## config.mk

```make
export PLATFORM = sky130hd
export DESIGN_NAME = peer_membership_table
export DESIGN_NICKNAME = d
export VERILOG_FILES = /design/src/hw/rtl/pmt_pkg.sv /design/src/hw/rtl/pmt_store.sv /design/src/hw/rtl/pmt_match.sv /design/src/hw/rtl/peer_membership_table.sv
export SDC_FILE = /design/constraint.sdc
export NUM_CORES = 1
export LEC_CHECK = 0
export ABC_AREA = 0
export BUFFER_PORTS_ARGS = -buffer_cell sky130_fd_sc_hd__buf_2
export CORE_ASPECT_RATIO = 1.1
export CORE_UTILIZATION = 37
export DETAILED_ROUTE_END_ITERATION = 7
export HOLD_SLACK_MARGIN = 0.08
export PLACE_DENSITY = 0.62
export RECOVER_POWER = 100
export SLEW_MARGIN = 20
export SYNTH_ARGS = -nofsm -noshare
export SYNTH_HDL_FRONTEND = slang
export SYNTH_SLANG_ARGS = --single-unit
```

## constraint.sdc

```tcl
create_clock -name clk_i -period 5.92 [get_ports clk_i]
set_input_delay 1.776 -clock clk_i [delete_from_list [all_inputs] [get_ports clk_i]]
set_output_delay 1.776 -clock clk_i [all_outputs]
set_load 0.1 [all_outputs]
```

## src/hw/rtl/pmt_pkg.sv

```systemverilog
package pmt_pkg;

  typedef enum logic [2:0] {
    OP_JOIN      = 3'd0,
    OP_LEAVE     = 3'd1,
    OP_KEEPALIVE = 3'd2,
    OP_SEND_OK   = 3'd3,
    OP_SEND_FAIL = 3'd4,
    OP_OTHER     = 3'd5
  } pmt_op_e;

  typedef enum logic [2:0] {
    OC_IGNORED   = 3'd0,
    OC_JOINED    = 3'd1,
    OC_REFRESHED = 3'd2,
    OC_LEFT      = 3'd3,
    OC_FULL      = 3'd4,
    OC_FAILED    = 3'd5,
    OC_EVICTED   = 3'd6,
    OC_SUCCESS   = 3'd7
  } pmt_outcome_e;

  typedef enum logic [1:0] {
    REG_STREAM_ID = 2'd0,
    REG_ROOM_CODE = 2'd1,
    REG_MAGIC     = 2'd2,
    REG_FAIL_LIM  = 2'd3
  } pmt_reg_e;

  typedef enum logic [1:0] {
    ST_IDLE,
    ST_SCAN,
    ST_LAST,
    ST_APPLY
  } pmt_state_e;

  typedef struct packed {
    logic alloc;
    logic release_slot;
    logic stamp;
    logic streak_we;
  } pmt_wr_t;

  typedef struct packed {
    logic hit;
    logic free;
  } pmt_hit_t;

  localparam int unsigned MacW       = 48;
  localparam int unsigned StampW     = 32;
  localparam int unsigned StreakW    = 8;
  localparam logic [StreakW-1:0] StreakMax  = 8'hFF;
  localparam logic [7:0]         FailLimRst = 8'd8;

endpackage

```

## src/hw/rtl/pmt_store.sv

```systemverilog
module pmt_store
  import pmt_pkg::*;
#(
  parameter int unsigned Slots = 8,
  parameter int unsigned IdxW  = 3,
  parameter int unsigned CntW  = 4
) (
  input  logic               clk_i,
  input  logic               rst_ni,
  input  logic               rd_en_i,
  input  logic [IdxW-1:0]    rd_idx_i,
  output logic               rd_use_o,
  output logic [MacW-1:0]    rd_mac_o,
  output logic [StreakW-1:0] rd_streak_o,
  input  pmt_wr_t            wr_i,
  input  logic [IdxW-1:0]    wr_idx_i,
  input  logic [MacW-1:0]    wr_mac_i,
  input  logic [StampW-1:0]  wr_now_i,
  input  logic [StreakW-1:0] wr_streak_i,
  output logic [CntW-1:0]    active_o
);

  logic [Slots-1:0]   in_use_q;
  logic [CntW-1:0]    active_q;
  logic               rd_use_q;
  logic [MacW-1:0]    rd_mac_q;
  logic [StreakW-1:0] rd_streak_q;

  logic [MacW-1:0]    mac_mem    [Slots];
  logic [StampW-1:0]  seen_mem   [Slots];
  logic [StreakW-1:0] streak_mem [Slots];

  always_ff @(posedge clk_i or negedge rst_ni) begin
    if (!rst_ni) begin
      in_use_q <= '0;
      active_q <= '0;
    end else begin
      if (wr_i.alloc) begin
        in_use_q[wr_idx_i] <= 1'b1;
      end else if (wr_i.release_slot) begin
        in_use_q[wr_idx_i] <= 1'b0;
      end
      if (wr_i.alloc && !wr_i.release_slot) begin
        active_q <= active_q + CntW'(1);
      end else if (wr_i.release_slot && !wr_i.alloc) begin
        active_q <= active_q - CntW'(1);
      end
    end
  end

  always_ff @(posedge clk_i) begin
    if (wr_i.alloc) begin
      mac_mem[wr_idx_i] <= wr_mac_i;
    end
    if (rd_en_i) begin
      rd_mac_q <= mac_mem[rd_idx_i];
    end
  end

  always_ff @(posedge clk_i) begin
    if (wr_i.stamp) begin
      seen_mem[wr_idx_i] <= wr_now_i;
    end
  end

  always_ff @(posedge clk_i) begin
    if (wr_i.streak_we) begin
      streak_mem[wr_idx_i] <= wr_streak_i;
    end
    if (rd_en_i) begin
      rd_streak_q <= streak_mem[rd_idx_i];
    end
  end

  always_ff @(posedge clk_i) begin
    if (rd_en_i) begin
      rd_use_q <= in_use_q[rd_idx_i];
    end
  end

  assign rd_use_o    = rd_use_q;
  assign rd_mac_o    = rd_mac_q;
  assign rd_streak_o = rd_streak_q;
  assign active_o    = active_q;

endmodule

```

## src/hw/rtl/pmt_match.sv

```systemverilog
module pmt_match
  import pmt_pkg::*;
#(
  parameter int unsigned IdxW = 3
) (
  input  logic               clk_i,
  input  logic               rst_ni,
  input  logic               start_i,
  input  logic               cmp_en_i,
  input  logic [IdxW-1:0]    cmp_idx_i,
  input  logic               rd_use_i,
  input  logic [MacW-1:0]    rd_mac_i,
  input  logic [StreakW-1:0] rd_streak_i,
  input  logic [MacW-1:0]    key_mac_i,
  output pmt_hit_t           hit_o,
  output logic [IdxW-1:0]    hit_idx_o,
  output logic [IdxW-1:0]    free_idx_o,
  output logic [StreakW-1:0] streak_o
);

  logic               hit_q;
  logic               free_q;
  logic [IdxW-1:0]    hit_idx_q;
  logic [IdxW-1:0]    free_idx_q;
  logic [StreakW-1:0] streak_q;
  logic               equal;

  assign equal = (rd_mac_i == key_mac_i);

  always_ff @(posedge clk_i or negedge rst_ni) begin
    if (!rst_ni) begin
      hit_q  <= 1'b0;
      free_q <= 1'b0;
    end else if (start_i) begin
      hit_q  <= 1'b0;
      free_q <= 1'b0;
    end else if (cmp_en_i) begin
      if (rd_use_i && equal && !hit_q) begin
        hit_q <= 1'b1;
      end
      if (!rd_use_i && !free_q) begin
        free_q <= 1'b1;
      end
    end
  end

  always_ff @(posedge clk_i) begin
    if (cmp_en_i && rd_use_i && equal && !hit_q) begin
      hit_idx_q <= cmp_idx_i;
      streak_q  <= rd_streak_i;
    end
    if (cmp_en_i && !rd_use_i && !free_q) begin
      free_idx_q <= cmp_idx_i;
    end
  end

  assign hit_o.hit  = hit_q;
  assign hit_o.free = free_q;
  assign hit_idx_o  = hit_idx_q;
  assign free_idx_o = free_idx_q;
  assign streak_o   = streak_q;

endmodule

```

## src/hw/rtl/peer_membership_table.sv

```systemverilog
// Channel   Dir  Beat content
// s_axis    in   tdata: peer_mac, message_magic, message_room, message_stream, now_us
//                tuser: opcode, frame_complete
// m_axis    out  tdata: slot_index, slot_found, add_radio_peer, drop_radio_peer,
//                active_count; tuser: outcome
// cfg       in   register write, index 0 to 3, no read-back
//
// A lookup beat reaches the result register through ST_SCAN, ST_LAST and ST_APPLY:
// one slot is read and compared per cycle, then ST_APPLY applies the update once the
// output register is free. Beats that need no lookup go from acceptance to ST_APPLY.
// The input is ready again once the result is loaded, so lookup beats do not overlap.
// The output register holds its beat while m_axis_tready is low; a new beat may be
// accepted meanwhile. Reset empties the table at once and sets fail_limit to 8.
module peer_membership_table
  import pmt_pkg::*;
#(
  parameter int unsigned TABLE_SLOTS = 8
) (
  input  logic         clk_i,
  input  logic         rst_ni,
  input  logic         s_axis_tvalid,
  output logic         s_axis_tready,
  // peer_mac[47:0], message_magic[55:48], message_room[87:56],
  // message_stream[119:88], now_us[151:120]
  input  logic [151:0] s_axis_tdata,
  // opcode[2:0], frame_complete[3]
  input  logic [3:0]   s_axis_tuser,
  output logic         m_axis_tvalid,
  input  logic         m_axis_tready,
  // slot_index[2:0], slot_found[3], add_radio_peer[4], drop_radio_peer[5],
  // active_count[9:6], zero[15:10]
  output logic [15:0]  m_axis_tdata,
  // outcome[2:0]
  output logic [2:0]   m_axis_tuser,
  input  logic         cfg_we_i,
  input  logic [1:0]   cfg_addr_i,
  input  logic [31:0]  cfg_wdata_i
);

  localparam int unsigned IdxW = (TABLE_SLOTS > 1) ? $clog2(TABLE_SLOTS) : 1;
  localparam int unsigned CntW = $clog2(TABLE_SLOTS + 1);
  localparam logic [IdxW-1:0] LastIdx = IdxW'(TABLE_SLOTS - 1);

  logic [31:0] stream_id_q;
  logic [31:0] room_code_q;
  logic [7:0]  magic_q;
  logic [7:0]  fail_lim_q;

  pmt_state_e state_q, state_d;

  pmt_op_e           op_q;
  logic              pass_q;
  logic [MacW-1:0]   mac_q;
  logic [StampW-1:0] now_q;

  logic [IdxW-1:0] idx_q;
  logic            cmp_en_q;
  logic [IdxW-1:0] cmp_idx_q;

  logic               accept;
  logic               need_scan;
  logic               pass_in;
  logic               rd_en;
  logic               out_free;
  logic               apply_go;
  logic               rd_use;
  logic [MacW-1:0]    rd_mac;
  logic [StreakW-1:0] rd_streak;
  pmt_hit_t           hit;
  logic [IdxW-1:0]    hit_idx;
  logic [IdxW-1:0]    free_idx;
  logic [StreakW-1:0] streak;
  logic [CntW-1:0]    active;
  logic [StreakW-1:0] streak_inc;

  pmt_outcome_e       outcome;
  logic               found;
  logic [IdxW-1:0]    sel_idx;
  logic               add_peer;
  logic               drop_peer;
  pmt_wr_t            wr_dec;
  pmt_wr_t            wr;
  logic [StreakW-1:0] wr_streak;
  logic [CntW-1:0]    active_after;
  logic [IdxW+2:0]    sel_ext;
  logic [CntW+3:0]    active_ext;

  logic         m_valid_q;
  logic [15:0]  m_data_q;
  logic [2:0]   m_user_q;

  always_ff @(posedge clk_i or negedge rst_ni) begin
    if (!rst_ni) begin
      stream_id_q <= '0;
      room_code_q <= '0;
      magic_q     <= '0;
      fail_lim_q  <= FailLimRst;
    end else if (cfg_we_i) begin
      unique case (pmt_reg_e'(cfg_addr_i))
        REG_STREAM_ID: stream_id_q <= cfg_wdata_i;
        REG_ROOM_CODE: room_code_q <= cfg_wdata_i;
        REG_MAGIC:     magic_q     <= cfg_wdata_i[7:0];
        REG_FAIL_LIM:  fail_lim_q  <= cfg_wdata_i[7:0];
        default: ;
      endcase
    end
  end

  assign s_axis_tready = (state_q == ST_IDLE);
  assign accept        = s_axis_tvalid && s_axis_tready;
  assign pass_in       = s_axis_tuser[3] && (s_axis_tdata[55:48] == magic_q) &&
                         (s_axis_tdata[87:56] == room_code_q) &&
                         (s_axis_tdata[119:88] == stream_id_q);

  always_comb begin
    need_scan = 1'b0;
    case (pmt_op_e'(s_axis_tuser[2:0]))
      OP_JOIN, OP_LEAVE, OP_KEEPALIVE: need_scan = pass_in;
      OP_SEND_OK, OP_SEND_FAIL:        need_scan = 1'b1;
      default:                         need_scan = 1'b0;
    endcase
  end

  always_ff @(posedge clk_i) begin
    if (accept) begin
      op_q   <= pmt_op_e'(s_axis_tuser[2:0]);
      pass_q <= pass_in;
      mac_q  <= s_axis_tdata[47:0];
      now_q  <= s_axis_tdata[151:120];
    end
  end

  assign out_free = !m_valid_q || m_axis_tready;
  assign apply_go = (state_q == ST_APPLY) && out_free;

  always_comb begin
    state_d = state_q;
    unique case (state_q)
      ST_IDLE:  if (accept) state_d = need_scan ? ST_SCAN : ST_APPLY;
      ST_SCAN:  if (idx_q == LastIdx) state_d = ST_LAST;
      ST_LAST:  state_d = ST_APPLY;
      ST_APPLY: if (out_free) state_d = ST_IDLE;
      default:  state_d = ST_IDLE;
    endcase
  end

  always_ff @(posedge clk_i or negedge rst_ni) begin
    if (!rst_ni) begin
      state_q  <= ST_IDLE;
      idx_q    <= '0;
      cmp_en_q <= 1'b0;
    end else begin
      state_q  <= state_d;
      cmp_en_q <= rd_en;
      if (state_q == ST_SCAN) begin
        idx_q <= idx_q + IdxW'(1);
      end else begin
        idx_q <= '0;
      end
    end
  end

  always_ff @(posedge clk_i) begin
    cmp_idx_q <= idx_q;
  end

  always_comb begin
    rd_en = (state_q == ST_SCAN);
  end

  pmt_store #(
    .Slots (TABLE_SLOTS),
    .IdxW  (IdxW),
    .CntW  (CntW)
  ) u_store (
    .clk_i       (clk_i),
    .rst_ni      (rst_ni),
    .rd_en_i     (rd_en),
    .rd_idx_i    (idx_q),
    .rd_use_o    (rd_use),
    .rd_mac_o    (rd_mac),
    .rd_streak_o (rd_streak),
    .wr_i        (wr),
    .wr_idx_i    (sel_idx),
    .wr_mac_i    (mac_q),
    .wr_now_i    (now_q),
    .wr_streak_i (wr_streak),
    .active_o    (active)
  );

  pmt_match #(
    .IdxW (IdxW)
  ) u_match (
    .clk_i       (clk_i),
    .rst_ni      (rst_ni),
    .start_i     (accept),
    .cmp_en_i    (cmp_en_q),
    .cmp_idx_i   (cmp_idx_q),
    .rd_use_i    (rd_use),
    .rd_mac_i    (rd_mac),
    .rd_streak_i (rd_streak),
    .key_mac_i   (mac_q),
    .hit_o       (hit),
    .hit_idx_o   (hit_idx),
    .free_idx_o  (free_idx),
    .streak_o    (streak)
  );

  assign streak_inc = streak + StreakW'(1);

  always_comb begin
    outcome   = OC_IGNORED;
    found     = 1'b0;
    sel_idx   = hit_idx;
    add_peer  = 1'b0;
    drop_peer = 1'b0;
    wr_dec    = '0;
    wr_streak = '0;
    case (op_q)
      OP_JOIN, OP_KEEPALIVE: begin
        if (pass_q) begin
          if (hit.hit) begin
            outcome          = OC_REFRESHED;
            found            = 1'b1;
            add_peer         = (op_q == OP_JOIN);
            wr_dec.stamp     = (op_q == OP_KEEPALIVE);
            wr_dec.streak_we = 1'b1;
          end else if (hit.free) begin
            outcome          = OC_JOINED;
            found            = 1'b1;
            sel_idx          = free_idx;
            add_peer         = 1'b1;
            wr_dec.alloc     = 1'b1;
            wr_dec.stamp     = 1'b1;
            wr_dec.streak_we = 1'b1;
          end else begin
            outcome = OC_FULL;
          end
        end
      end
      OP_LEAVE: begin
        if (pass_q) begin
          outcome   = OC_LEFT;
          drop_peer = 1'b1;
          if (hit.hit) begin
            found               = 1'b1;
            wr_dec.release_slot = 1'b1;
          end
        end
      end
      OP_SEND_OK: begin
        if (hit.hit) begin
          outcome          = OC_SUCCESS;
          found            = 1'b1;
          wr_dec.streak_we = 1'b1;
        end
      end
      OP_SEND_FAIL: begin
        if (hit.hit) begin
          found   = 1'b1;
          outcome = OC_FAILED;
          if (streak != StreakMax) begin
            if (streak_inc >= fail_lim_q) begin
              outcome             = OC_EVICTED;
              wr_dec.release_slot = 1'b1;
            end else begin
              wr_dec.streak_we = 1'b1;
              wr_streak        = streak_inc;
            end
          end
        end
      end
      default: ;
    endcase
  end

  assign wr = apply_go ? wr_dec : '0;

  always_comb begin
    active_after = active;
    if (wr_dec.alloc) begin
      active_after = active + CntW'(1);
    end else if (wr_dec.release_slot) begin
      active_after = active - CntW'(1);
    end
  end

  assign sel_ext    = {3'b000, found ? sel_idx : IdxW'(0)};
  assign active_ext = {4'b0000, active_after};

  always_ff @(posedge clk_i or negedge rst_ni) begin
    if (!rst_ni) begin
      m_valid_q <= 1'b0;
    end else if (apply_go) begin
      m_valid_q <= 1'b1;
    end else if (m_axis_tready) begin
      m_valid_q <= 1'b0;
    end
  end

  always_ff @(posedge clk_i) begin
    if (apply_go) begin
      m_data_q <= {6'b000000, active_ext[3:0], drop_peer, add_peer, found, sel_ext[2:0]};
      m_user_q <= outcome;
    end
  end

  assign m_axis_tvalid = m_valid_q;
  assign m_axis_tdata  = m_data_q;
  assign m_axis_tuser  = m_user_q;

endmodule
```

# Yosys cells after proc, flatten, opt, wreduce, memory -nomap -nowiden
# Memory sizes are Yosys's and may differ from the RTL's. A register that Yosys moved wholly into a read port is not among the register bits.
# Index checks and enable logic that the tools add are counted.
[word_totals]
ff_bits = 184
mem_bits_rw = 448
elab_cells = 176
mem_count = 2
[classes]
add_sub_neg = 4
order_cmp = 4
eq_ne = 23
n_mux = 70
bitwise_logic = 3
reduce_logical = 45
[mem_list]
columns = ["memory", "words", "width", "read_ports", "rd_clocked_by_memory_dff", "write_ports", "line_no", "text"]
rows = [
  ["u_store.mac_mem", 8, 48, 1, 1, 1, "pmt_store.sv:29", "logic [MacW-1:0] mac_mem [Slots];"],
  ["u_store.streak_mem", 8, 8, 1, 1, 1, "pmt_store.sv:31", "logic [StreakW-1:0] streak_mem [Slots];"],
]
[op_table]
columns = ["operator", "count"]
rows = [
  ["32-bit equality test", 2],
  ["48-bit equality test", 1],
  ["8-bit two-way mux", 6],
  ["1-bit two-way mux", 31],
  ["3-bit two-way mux", 10],
  ["2-bit two-way mux", 10],
  ["4-bit two-way mux", 5],
  ["1-bit logical AND", 16],
  ["2-bit AND reduction", 7],
  ["3-bit by 2-bit equality test with 1-bit output, second input constant", 4],
  ["3-bit case mux with 4 select lines", 1],
  ["2-bit nonzero test", 6],
  ["3-bit equality test, second input constant", 3],
  ["8-bit by 1-bit adder with 8-bit output, second input constant", 1],
  ["8-bit AND", 1],
  ["2-bit equality test, second input constant", 4],
  ["8-bit equality test", 1],
  ["8-bit greater-or-equal comparator", 1],
  ["3-bit by 4-bit < comparator with 1-bit output, second input constant", 2],
  ["8-bit inequality test, second input constant", 1],
  ["8-bit NOT", 1],
  ["8-bit OR", 1],
  ["2-bit case mux with 4 select lines", 1],
  ["3-bit by 1-bit equality test with 1-bit output, second input constant", 2],
  ["other kinds (18)", 31],
]

# Logic depth before layout (Yosys ltp)
# Gate-level depths: netlist of run 1.
[logic_depth]
ltp_word = 12
ltp_mapped = 15
ltp_nobuf = 15

# By module
# Synthesis of run 1 repeated with hierarchy kept, for this count alone.
[hier_totals]
hier_cells = 1461
hier_area_um2 = 28536.1
[by_module_without_submodules]
columns = ["mod", "instances", "cells_each", "area_per_inst_um2", "seq_area_each_um2"]
rows = [
  ["pmt_store", 1, 794, 19328.5, 15464.8],
  ["peer_membership_table", 1, 560, 8042.7, 5151.2],
  ["pmt_match", 1, 107, 1164.9, 470.5],
]

# Worst setup path after synthesis of run 1
# No wires, ideal clock.
[synth_timing]
path_kind = "input-to-reg"
start = "in m_axis_tready"
end = "mem u_store.mac_mem[0][0], enable pin"
setup_ns = 0.454
arrival_ns = 4.852
required_time_ns = 5.466
setup_slack_ns = 0.614
path_stages = 6
cell_sequence = "nand2b_1 -> nand2_1 -> inv_1 -> nand2_1 -> clkbuf_1 -> nor2_1"
[synth_via]
elab_chain_len = 5
[synth_rtl]
columns = ["element", "line_no", "text"]
rows = [
  ["start: declaration", "peer_membership_table.sv:29", "input logic m_axis_tready,"],
  ["1-bit logical OR", "peer_membership_table.sv:133", "assign out_free = !m_valid_q || m_axis_tready;"],
  ["1-bit logical AND", "peer_membership_table.sv:134", "assign apply_go = (state_q == ST_APPLY) && out_free;"],
  ["via apply_go", "peer_membership_table.sv:65", "logic apply_go;"],
  ["4-bit two-way mux", "peer_membership_table.sv:277", "assign wr = apply_go ? wr_dec : '0;"],
  ["1-bit two-way mux", "pmt_store.sv:52", "if (wr_i.alloc) begin"],
  ["1-bit two-way mux (implied by the code)", "pmt_store.sv:53", "mac_mem[wr_idx_i] <= wr_mac_i;"],
  ["end: declaration", "pmt_store.sv:29", ""],
]
# The timed path passes the listed nets, and every way through them passes these cells.

# Final worst setup path of run 1
[layout_timing]
start = "in s_axis_tvalid"
end = "reg mac_q[0], enable pin"
[layout_via]
elab_chain_len = 1
[layout_rtl]
columns = ["element", "line_no", "text"]
rows = [
  ["start: declaration", "peer_membership_table.sv:21", "input logic s_axis_tvalid,"],
  ["1-bit logical AND", "peer_membership_table.sv:110", "assign accept = s_axis_tvalid && s_axis_tready;"],
  ["via accept", "peer_membership_table.sv:60", "logic accept;"],
  ["end signal: assignment", "peer_membership_table.sv:128", "mac_q <= s_axis_tdata[47:0];"],
  ["end: declaration", "peer_membership_table.sv:53", "logic [MacW-1:0] mac_q;"],
]
# The timed path passes the listed nets, and every way through them passes these cells.
# A chain may end at the register's enable or synchronous reset.

==> results.py, run 1 <==
metrics = {
    "status": {
        "status": "finished with violations",
        "violations": "max-capacitance violations, max-slew violations",
    },
    "logic_synthesis": {
        "synth_async_sr_flop_share_pct": 14.7,
        "synth_area_leaders": "edfxtp_1, mux4_2, dfrtp_1",
        "synth_most_common_cell": "edfxtp_1",
        "synth_compound_area_share_pct": 1.72,
        "synth_cells": 1384,
        "ys_ff_latch": 688,
        "synthAdderAreaFrac_pct": 0.876,
        "synth_area_um2": 27100,
        "yosys-top-cells-count": "edfxtp_1, mux2_2, mux4_2",
        "ys.flop_type": "edfxtp_1",
        "yosysWarnings": 0,
        "synth_xor_area_share_pct": 3.61,
        "yosysTopAreaCellShare_pct": 64.6,
        "synth_simple_gate_area_share_pct": 3.11,
        "synth_enable_flop_cells": 584,
        "yosysSeqAreaShare_pct": 74.1,
        "synth_top_family_by_area": "multiplexers",
        "yosys.area.top_type": "edfxtp_1",
        "synth.area.mux_share_pct": 15.2,
        "avgSynthCellArea_um2": 19.6,
        "synth_cell_types": 55,
    },
    "finish": {
        "fillers": 6315,
        "fin_cells": 2615,
        "antenna_cells": 0,
        "final_layout_size_suffix_gt1_share_pct": 31.1,
        "nets": 1826,
        "multiInputGateArea_um2": 6730,
        "seq_area_um2": 20100,
        "areaGrowthSynthToFinish_pct": 16.1,
        "fin_area_um2": 31500,
    },
    "grt": {
        "groute.usage.overall_pct": 15.4,
        "grt_pass1_vias": 14300,
        "grt_pass1_wl_um": 85400,
        "antenna_found_initial": 0,
        "grt-ovfl-total": 0,
        "grt_max_degree": 78,
    },
    "timing": {
        "hold_viol": 0,
        "setup_viol": 0,
        "grt_setup_unrepaired": "false",
        "slew_viol_final": 326,
        "fmax_mhz": 208,
        "worst_slew_pin_slew_ns": 3.45,
        "fin_crit_sh_pct": 81.1,
        "tns_ns": 0,
        "max-slew-margin-rel_pct": -130,
        "fin_worst_skew_ns": 0.0363,
        "fin_crit_ns": 4.80,
    },
    "drt": {
        "drt_iter0_drc": 771,
        "first_pass_iters": 6,
        "remaining_drc_errors": 0,
        "antenna_left": 0,
        "vias": 13300,
        "vias_per_cell": 5.09,
        "routed_wl_um": 56300,
        "wl_per_cell_um": 21.5,
    },
    "cts": {
        "clock_path_buffers": 3,
        "clock_latency_ns": 0.62,
        "cts.sinks": 688,
        "path_clk_slew_ns": 0.06,
        "h-tree-depth": 3,
        "cts_tree": "built",
        "cts_setup_buffers": 0,
        "numCtsBuffers": 73,
        "holdBufCountCts": 0,
        "ctsResizeCount": 0,
        "clock-root-buffer": "clkbuf_16",
    },
    "power": {
        "powerDensity_nw_per_um2": 404,
        "leakage_nw": 10.7,
        "irDropWorstVdd_mv": 0.314,
    },
    "critical_path": {
        "critPathMaxStageDelay_ns": 1.63,
        "reg2reg_depth": 5,
        "crit_arrival_ns": 4.98,
        "endpoint_kind": "flip-flop",
        "start_kind": "primary input",
        "reg2reg_from": "op_q[0]",
        "cp_cell_sequence": "buf_2, and2_2, clkbuf_1, clkbuf_1",
        "crit_required_ns": 6.10,
        "rrSetupSlack_ns": 1.43,
        "critPathKind": "primary input to flip-flop",
        "critPathMaxFanout": 31,
        "critical-path-top-cell-by-count": "clkbuf_1",
        "cp_slowest_cell": "clkbuf_1",
        "r2r_end": "u_store.mac_mem[7][12]",
    },
    "floorplanning": {
        "initial_core_util_pct": 37.6,
        "die_w_um": 260,
        "core_region_area_um2": 72200,
        "die_h_um": 286,
        "dieArea_um2": 74400,
        "pin_count": 216,
        "rows": 103,
    },
    "worst_hold_path": {
        "whs_path_depth": 0,
        "hold_start": "u_store.rd_streak_o[5]",
        "hp-class": "flip-flop to flip-flop",
        "worst_hold_path.endpoint": "u_match.streak_o[5]",
    },
    "flow_run": {
        "maxCapViolations": 9,
    },
    "placement": {
        "placed_area_um2": 29300,
        "hpwl_um": 33300,
        "gp_congestion": 0.808,
        "place_inst": 2482,
        "portBuffers": 177,
    },
}
## worst max-delay path, delay by kind of cell
kind | cells | cell delay [ns]
AND/OR/NAND/NOR | 1 | 0.13
buffers and inverters | 3 | 2.99
## routing by layer
layer | track usage (%) | up-vias | part of all wire, %
met5 | 0 | - | 0
met4 | 4.88 | 0 | 2.3
met3 | 2.88 | 85 | 4.6
met2 | 27.4 | 328 | 52
met1 | 18.7 | 6955 | 41
li1 | - | 5932 | -
## registers in the layout (all words and copies together) (netlist names), 4 cells and up, named ones only
signal	flops
stream_id_q	32
mac_q	48
u_store.streak_mem	64
u_match.streak_o	8
magic_q	8
u_store.active_o	4
room_code_q	32
fail_lim_q	8
m_axis_tdata	10
u_store.rd_mac_o	48
u_store.rd_streak_o	8
u_store.mac_mem	384
## cell type report
class                   instances  area share (%)
flip-flops and latches        688            63.9
multi-input cells             614            21.3
clock buffers                  99            6.24
well taps                     945            3.75
repair buffers                197            3.13
clock inverters                34            1.19
inverters                      38           0.453
## cells by family after synthesis
family	Yosys count
XOR/XNOR	112
multiplexers	253
other	1
AND/OR/NAND/NOR	158
adder cells (fa/ha/maj)	19
flip-flops	688
buffers and inverters	87
AO/OA/AOI/OAI	66
## worst max-delay path by stage
stage                        from                endpoint  slack (ns)  cells past startpoint
floorplan           m_axis_tready   u_store.mac_mem[0][0]        0.61                      6
global placement    m_axis_tready  u_store.mac_mem[6][14]        1.19                      7
detailed placement  m_axis_tready  u_store.mac_mem[4][14]        1.12                      7
CTS                 m_axis_tready  u_store.mac_mem[4][21]        1.76                      7
global route        s_axis_tvalid                mac_q[0]        0.89                      4
finish              s_axis_tvalid                mac_q[0]        1.12                      4
## power breakdown
group / internal, W / switching [W] / total [W]
Clock: 0.00258 / 0.00186 / 0.00444
Combinational: 0.000975 / 0.00110 / 0.00207
Sequential: 0.00582 / 0.000394 / 0.00622
## cell usage in the layout, fill, tap and decap left out, drive strengths merged, types with 19 or more instances in the layout
cell type,n
nor2b,19
nand2,24
xnor2,46
inv,42
dfrtp,100
mux2,136
nor4,20
mux4,114
edfxtp,584
nor2,38
ha,19
clkinv,23
xor2,66
clkbuf,138
buf,158
## stage by stage
stage	hold WS [ns]	power [W]	setup WS [ns]	util (%)
3_5_place_dp	0.409	0.00843	1.12	40.6
6_report	0.421	0.0127	1.12	43.6
4_1_cts	0.424	0.0129	1.76	43.8
3_3_place_gp	0.403	0.00838	1.19	40.6
5_1_grt	0.437	0.0133	0.888	43.6
2_1_floorplan	0.369	0.00781	0.614	-
Power figures use the tool's default switching activity.
==> inputs of run 2 (changes only) <==
==> constraint.sdc (replaced) <==
create_clock -name clk_i -period 4.7 [get_ports clk_i]
set_input_delay 1.41 -clock clk_i [delete_from_list [all_inputs] [get_ports clk_i]]
set_output_delay 1.41 -clock clk_i [all_outputs]
set_load 0.1 [all_outputs]
==> run 2 against run 1 <==
Largest power group unchanged. Critical endpoint is now u_store.mac_mem[7][9]. Highest routed layer unchanged. Global-route usage up 0.27 points. Final area up 0.56%. Sequential cell count unchanged. First-iteration DRC count up 13%. The flow still finishes with violations (max-capacitance violations, max-slew violations). Clock skew up 0.0041 ns. Worst setup slack worse by 0.44 ns. Non-clock buffer count up 10.
==> results.py, run 2 (synthesized netlist as in run 1, its figures left out) <==
metrics = {
    "timing": {
        "grt_setup_unrepaired": "false",
        "fin_crit_ns": 4.02,
        "layout_setup_ws_ns": 0.677,
        "hold_viol": 0,
        "hold_ws_ns": 0.419,
        "worst_slew_pin_slew_ns": 2.48,
        "fmax_mhz": 249,
        "setup_viol": 0,
        "fin_crit_sh_pct": 85.6,
        "slew_viol_final": 460,
        "tns_ns": 0,
        "fin_worst_skew_ns": 0.0405,
        "max-slew-margin-rel_pct": -65.5,
    },
    "placement": {
        "hpwl_um": 33400,
        "gp_congestion": 0.804,
        "portBuffers": 177,
        "place_ws_ns": 1.12,
    },
    "power": {
        "irDropWorstVdd_mv": 0.353,
        "powerDensity_nw_per_um2": 514,
        "leakage_nw": 10.7,
    },
    "flow_run": {
        "maxCapViolations": 10,
    },
    "floorplanning": {
        "pin_count": 216,
        "dieArea_um2": 74400,
        "die_w_um": 260,
        "core_region_area_um2": 72200,
        "initial_core_util_pct": 37.6,
        "rows": 103,
        "die_h_um": 286,
    },
    "drt": {
        "drt_iter0_drc": 875,
        "vias": 13300,
        "vias_per_cell": 5.05,
        "first_pass_iters": 5,
        "routed_wl_um": 57200,
        "antenna_left": 0,
        "wl_per_cell_um": 21.8,
        "remaining_drc_errors": 0,
    },
    "finish": {
        "fillers": 6294,
        "areaGrowthSynthToFinish_pct": 16.7,
        "final_common_cell": "edfxtp_1",
        "antenna_cells": 0,
        "final_cell_mix": "edfxtp_1, buf_2, mux2_2",
        "regMostFlops": "u_store.mac_mem",
        "reg_top3": "u_store.mac_mem x384, u_store.streak_mem x64",
        "final_layout_size_suffix_gt1_share_pct": 31.1,
        "nets": 1836,
        "largest_register_ffs": 384,
    },
    "grt": {
        "grt-ovfl-total": 0,
        "grt_pass1_vias": 14400,
        "grt_pass1_wl_um": 86800,
        "groute.usage.overall_pct": 15.6,
        "grt_max_degree": 116,
        "antenna_found_initial": 0,
    },
    "worst_hold_path": {
        "hp-class": "flip-flop to flip-flop",
    },
    "critical_path": {
        "crit_arrival_ns": 4.23,
        "crit_required_ns": 4.91,
        "critPathMaxFanout": 48,
        "endpoint_kind": "flip-flop",
        "critPathKind": "flip-flop to flip-flop",
        "start_kind": "flip-flop",
    },
    "cts": {
        "cts_tree": "built",
        "clock_path_buffers": 3,
        "ctsResizeCount": 0,
        "numCtsBuffers": 73,
        "h-tree-depth": 3,
        "clock_latency_ns": 0.64,
        "path_clk_slew_ns": 0.06,
        "cts.sinks": 688,
        "cts_setup_buffers": 0,
        "clock-root-buffer": "clkbuf_16",
        "holdBufCountCts": 0,
    },
    "status": {
        "status": "finished with violations",
        "violations": "max-capacitance violations, max-slew violations",
    },
}
run 2: changes by cell type in the layout (fill, tap and decap cells not counted), sizes merged:
cell | before | now
clkinv | 23 | 30
buf | 158 | 147
clkinvlp | 2 | 3
clkbuf | 138 | 146
inv | 42 | 43
bufinv | 5 | 8
run 2: path summary, 6_finish.rpt:
path | cells after the start | startpoint | slack [ns] | end
max in group asynchronous | 2 | rst_ni | 1.55 | idx_q[0]
max reg2reg | 6 | op_q[0] | 0.68 | u_store.mac_mem[7][9]
min in group asynchronous | 1 | rst_ni | 1.42 | room_code_q[11]
max | 6 | op_q[0] | 0.68 | u_store.mac_mem[7][9]
min | 0 | u_store.rd_streak_o[2] | 0.42 | u_match.streak_o[2]
min reg2reg | 0 | u_store.rd_streak_o[2] | 0.42 | u_match.streak_o[2]
run 2: per-stage QoR:
stage / util, % / total power (W) / instances / cell area [µm²]
after floorplan: - / 0.00984 / 1389 / 27200
after global placement: 40.8 / 0.0106 / 2491 / 29400
after detailed placement: 40.8 / 0.0107 / 2491 / 29400
after CTS: 44.2 / 0.0165 / 2623 / 31900
after global routing: 43.9 / 0.0169 / 2624 / 31700
final: 43.9 / 0.0163 / 2624 / 31700
run 2: power by group:
group          total [W]  leakage [nW]  switching [W]  internal, W
clock network    0.00580          1.19        0.00244      0.00336
logic            0.00274          2.92        0.00149      0.00124
registers        0.00773          6.62       0.000406      0.00733
run 2: per-layer routing:
metal | GRT usage [%] | wire [µm]
met1 | 19.3 | 23400
met2 | 27.8 | 30100
met3 | 2.80 | 2450
met4 | 4.84 | 1170
met5 | 0 | 0
run 2: worst max-delay path: stages (launching register included):
cell	delay [ns]
edfxtp_1	0.50
nand2b_1	0.28
nor4_4	0.50
mux2i_1	0.37
or3_1	0.56
nor2_4	0.11
buf_2	1.23
run 2: area by class of cell:
cell class                      instances  area (µm²)  area share, %
Clock inverter                         46         572           1.81
Multi-Input combinational cell        614        6720           21.2
Timing Repair Buffer                  207        1050           3.32
Sequential cell                       688       20100           63.5
Tap cell                              945        1180           3.73
Clock buffer                           86        1880           5.92
Inverter                               38         143          0.450
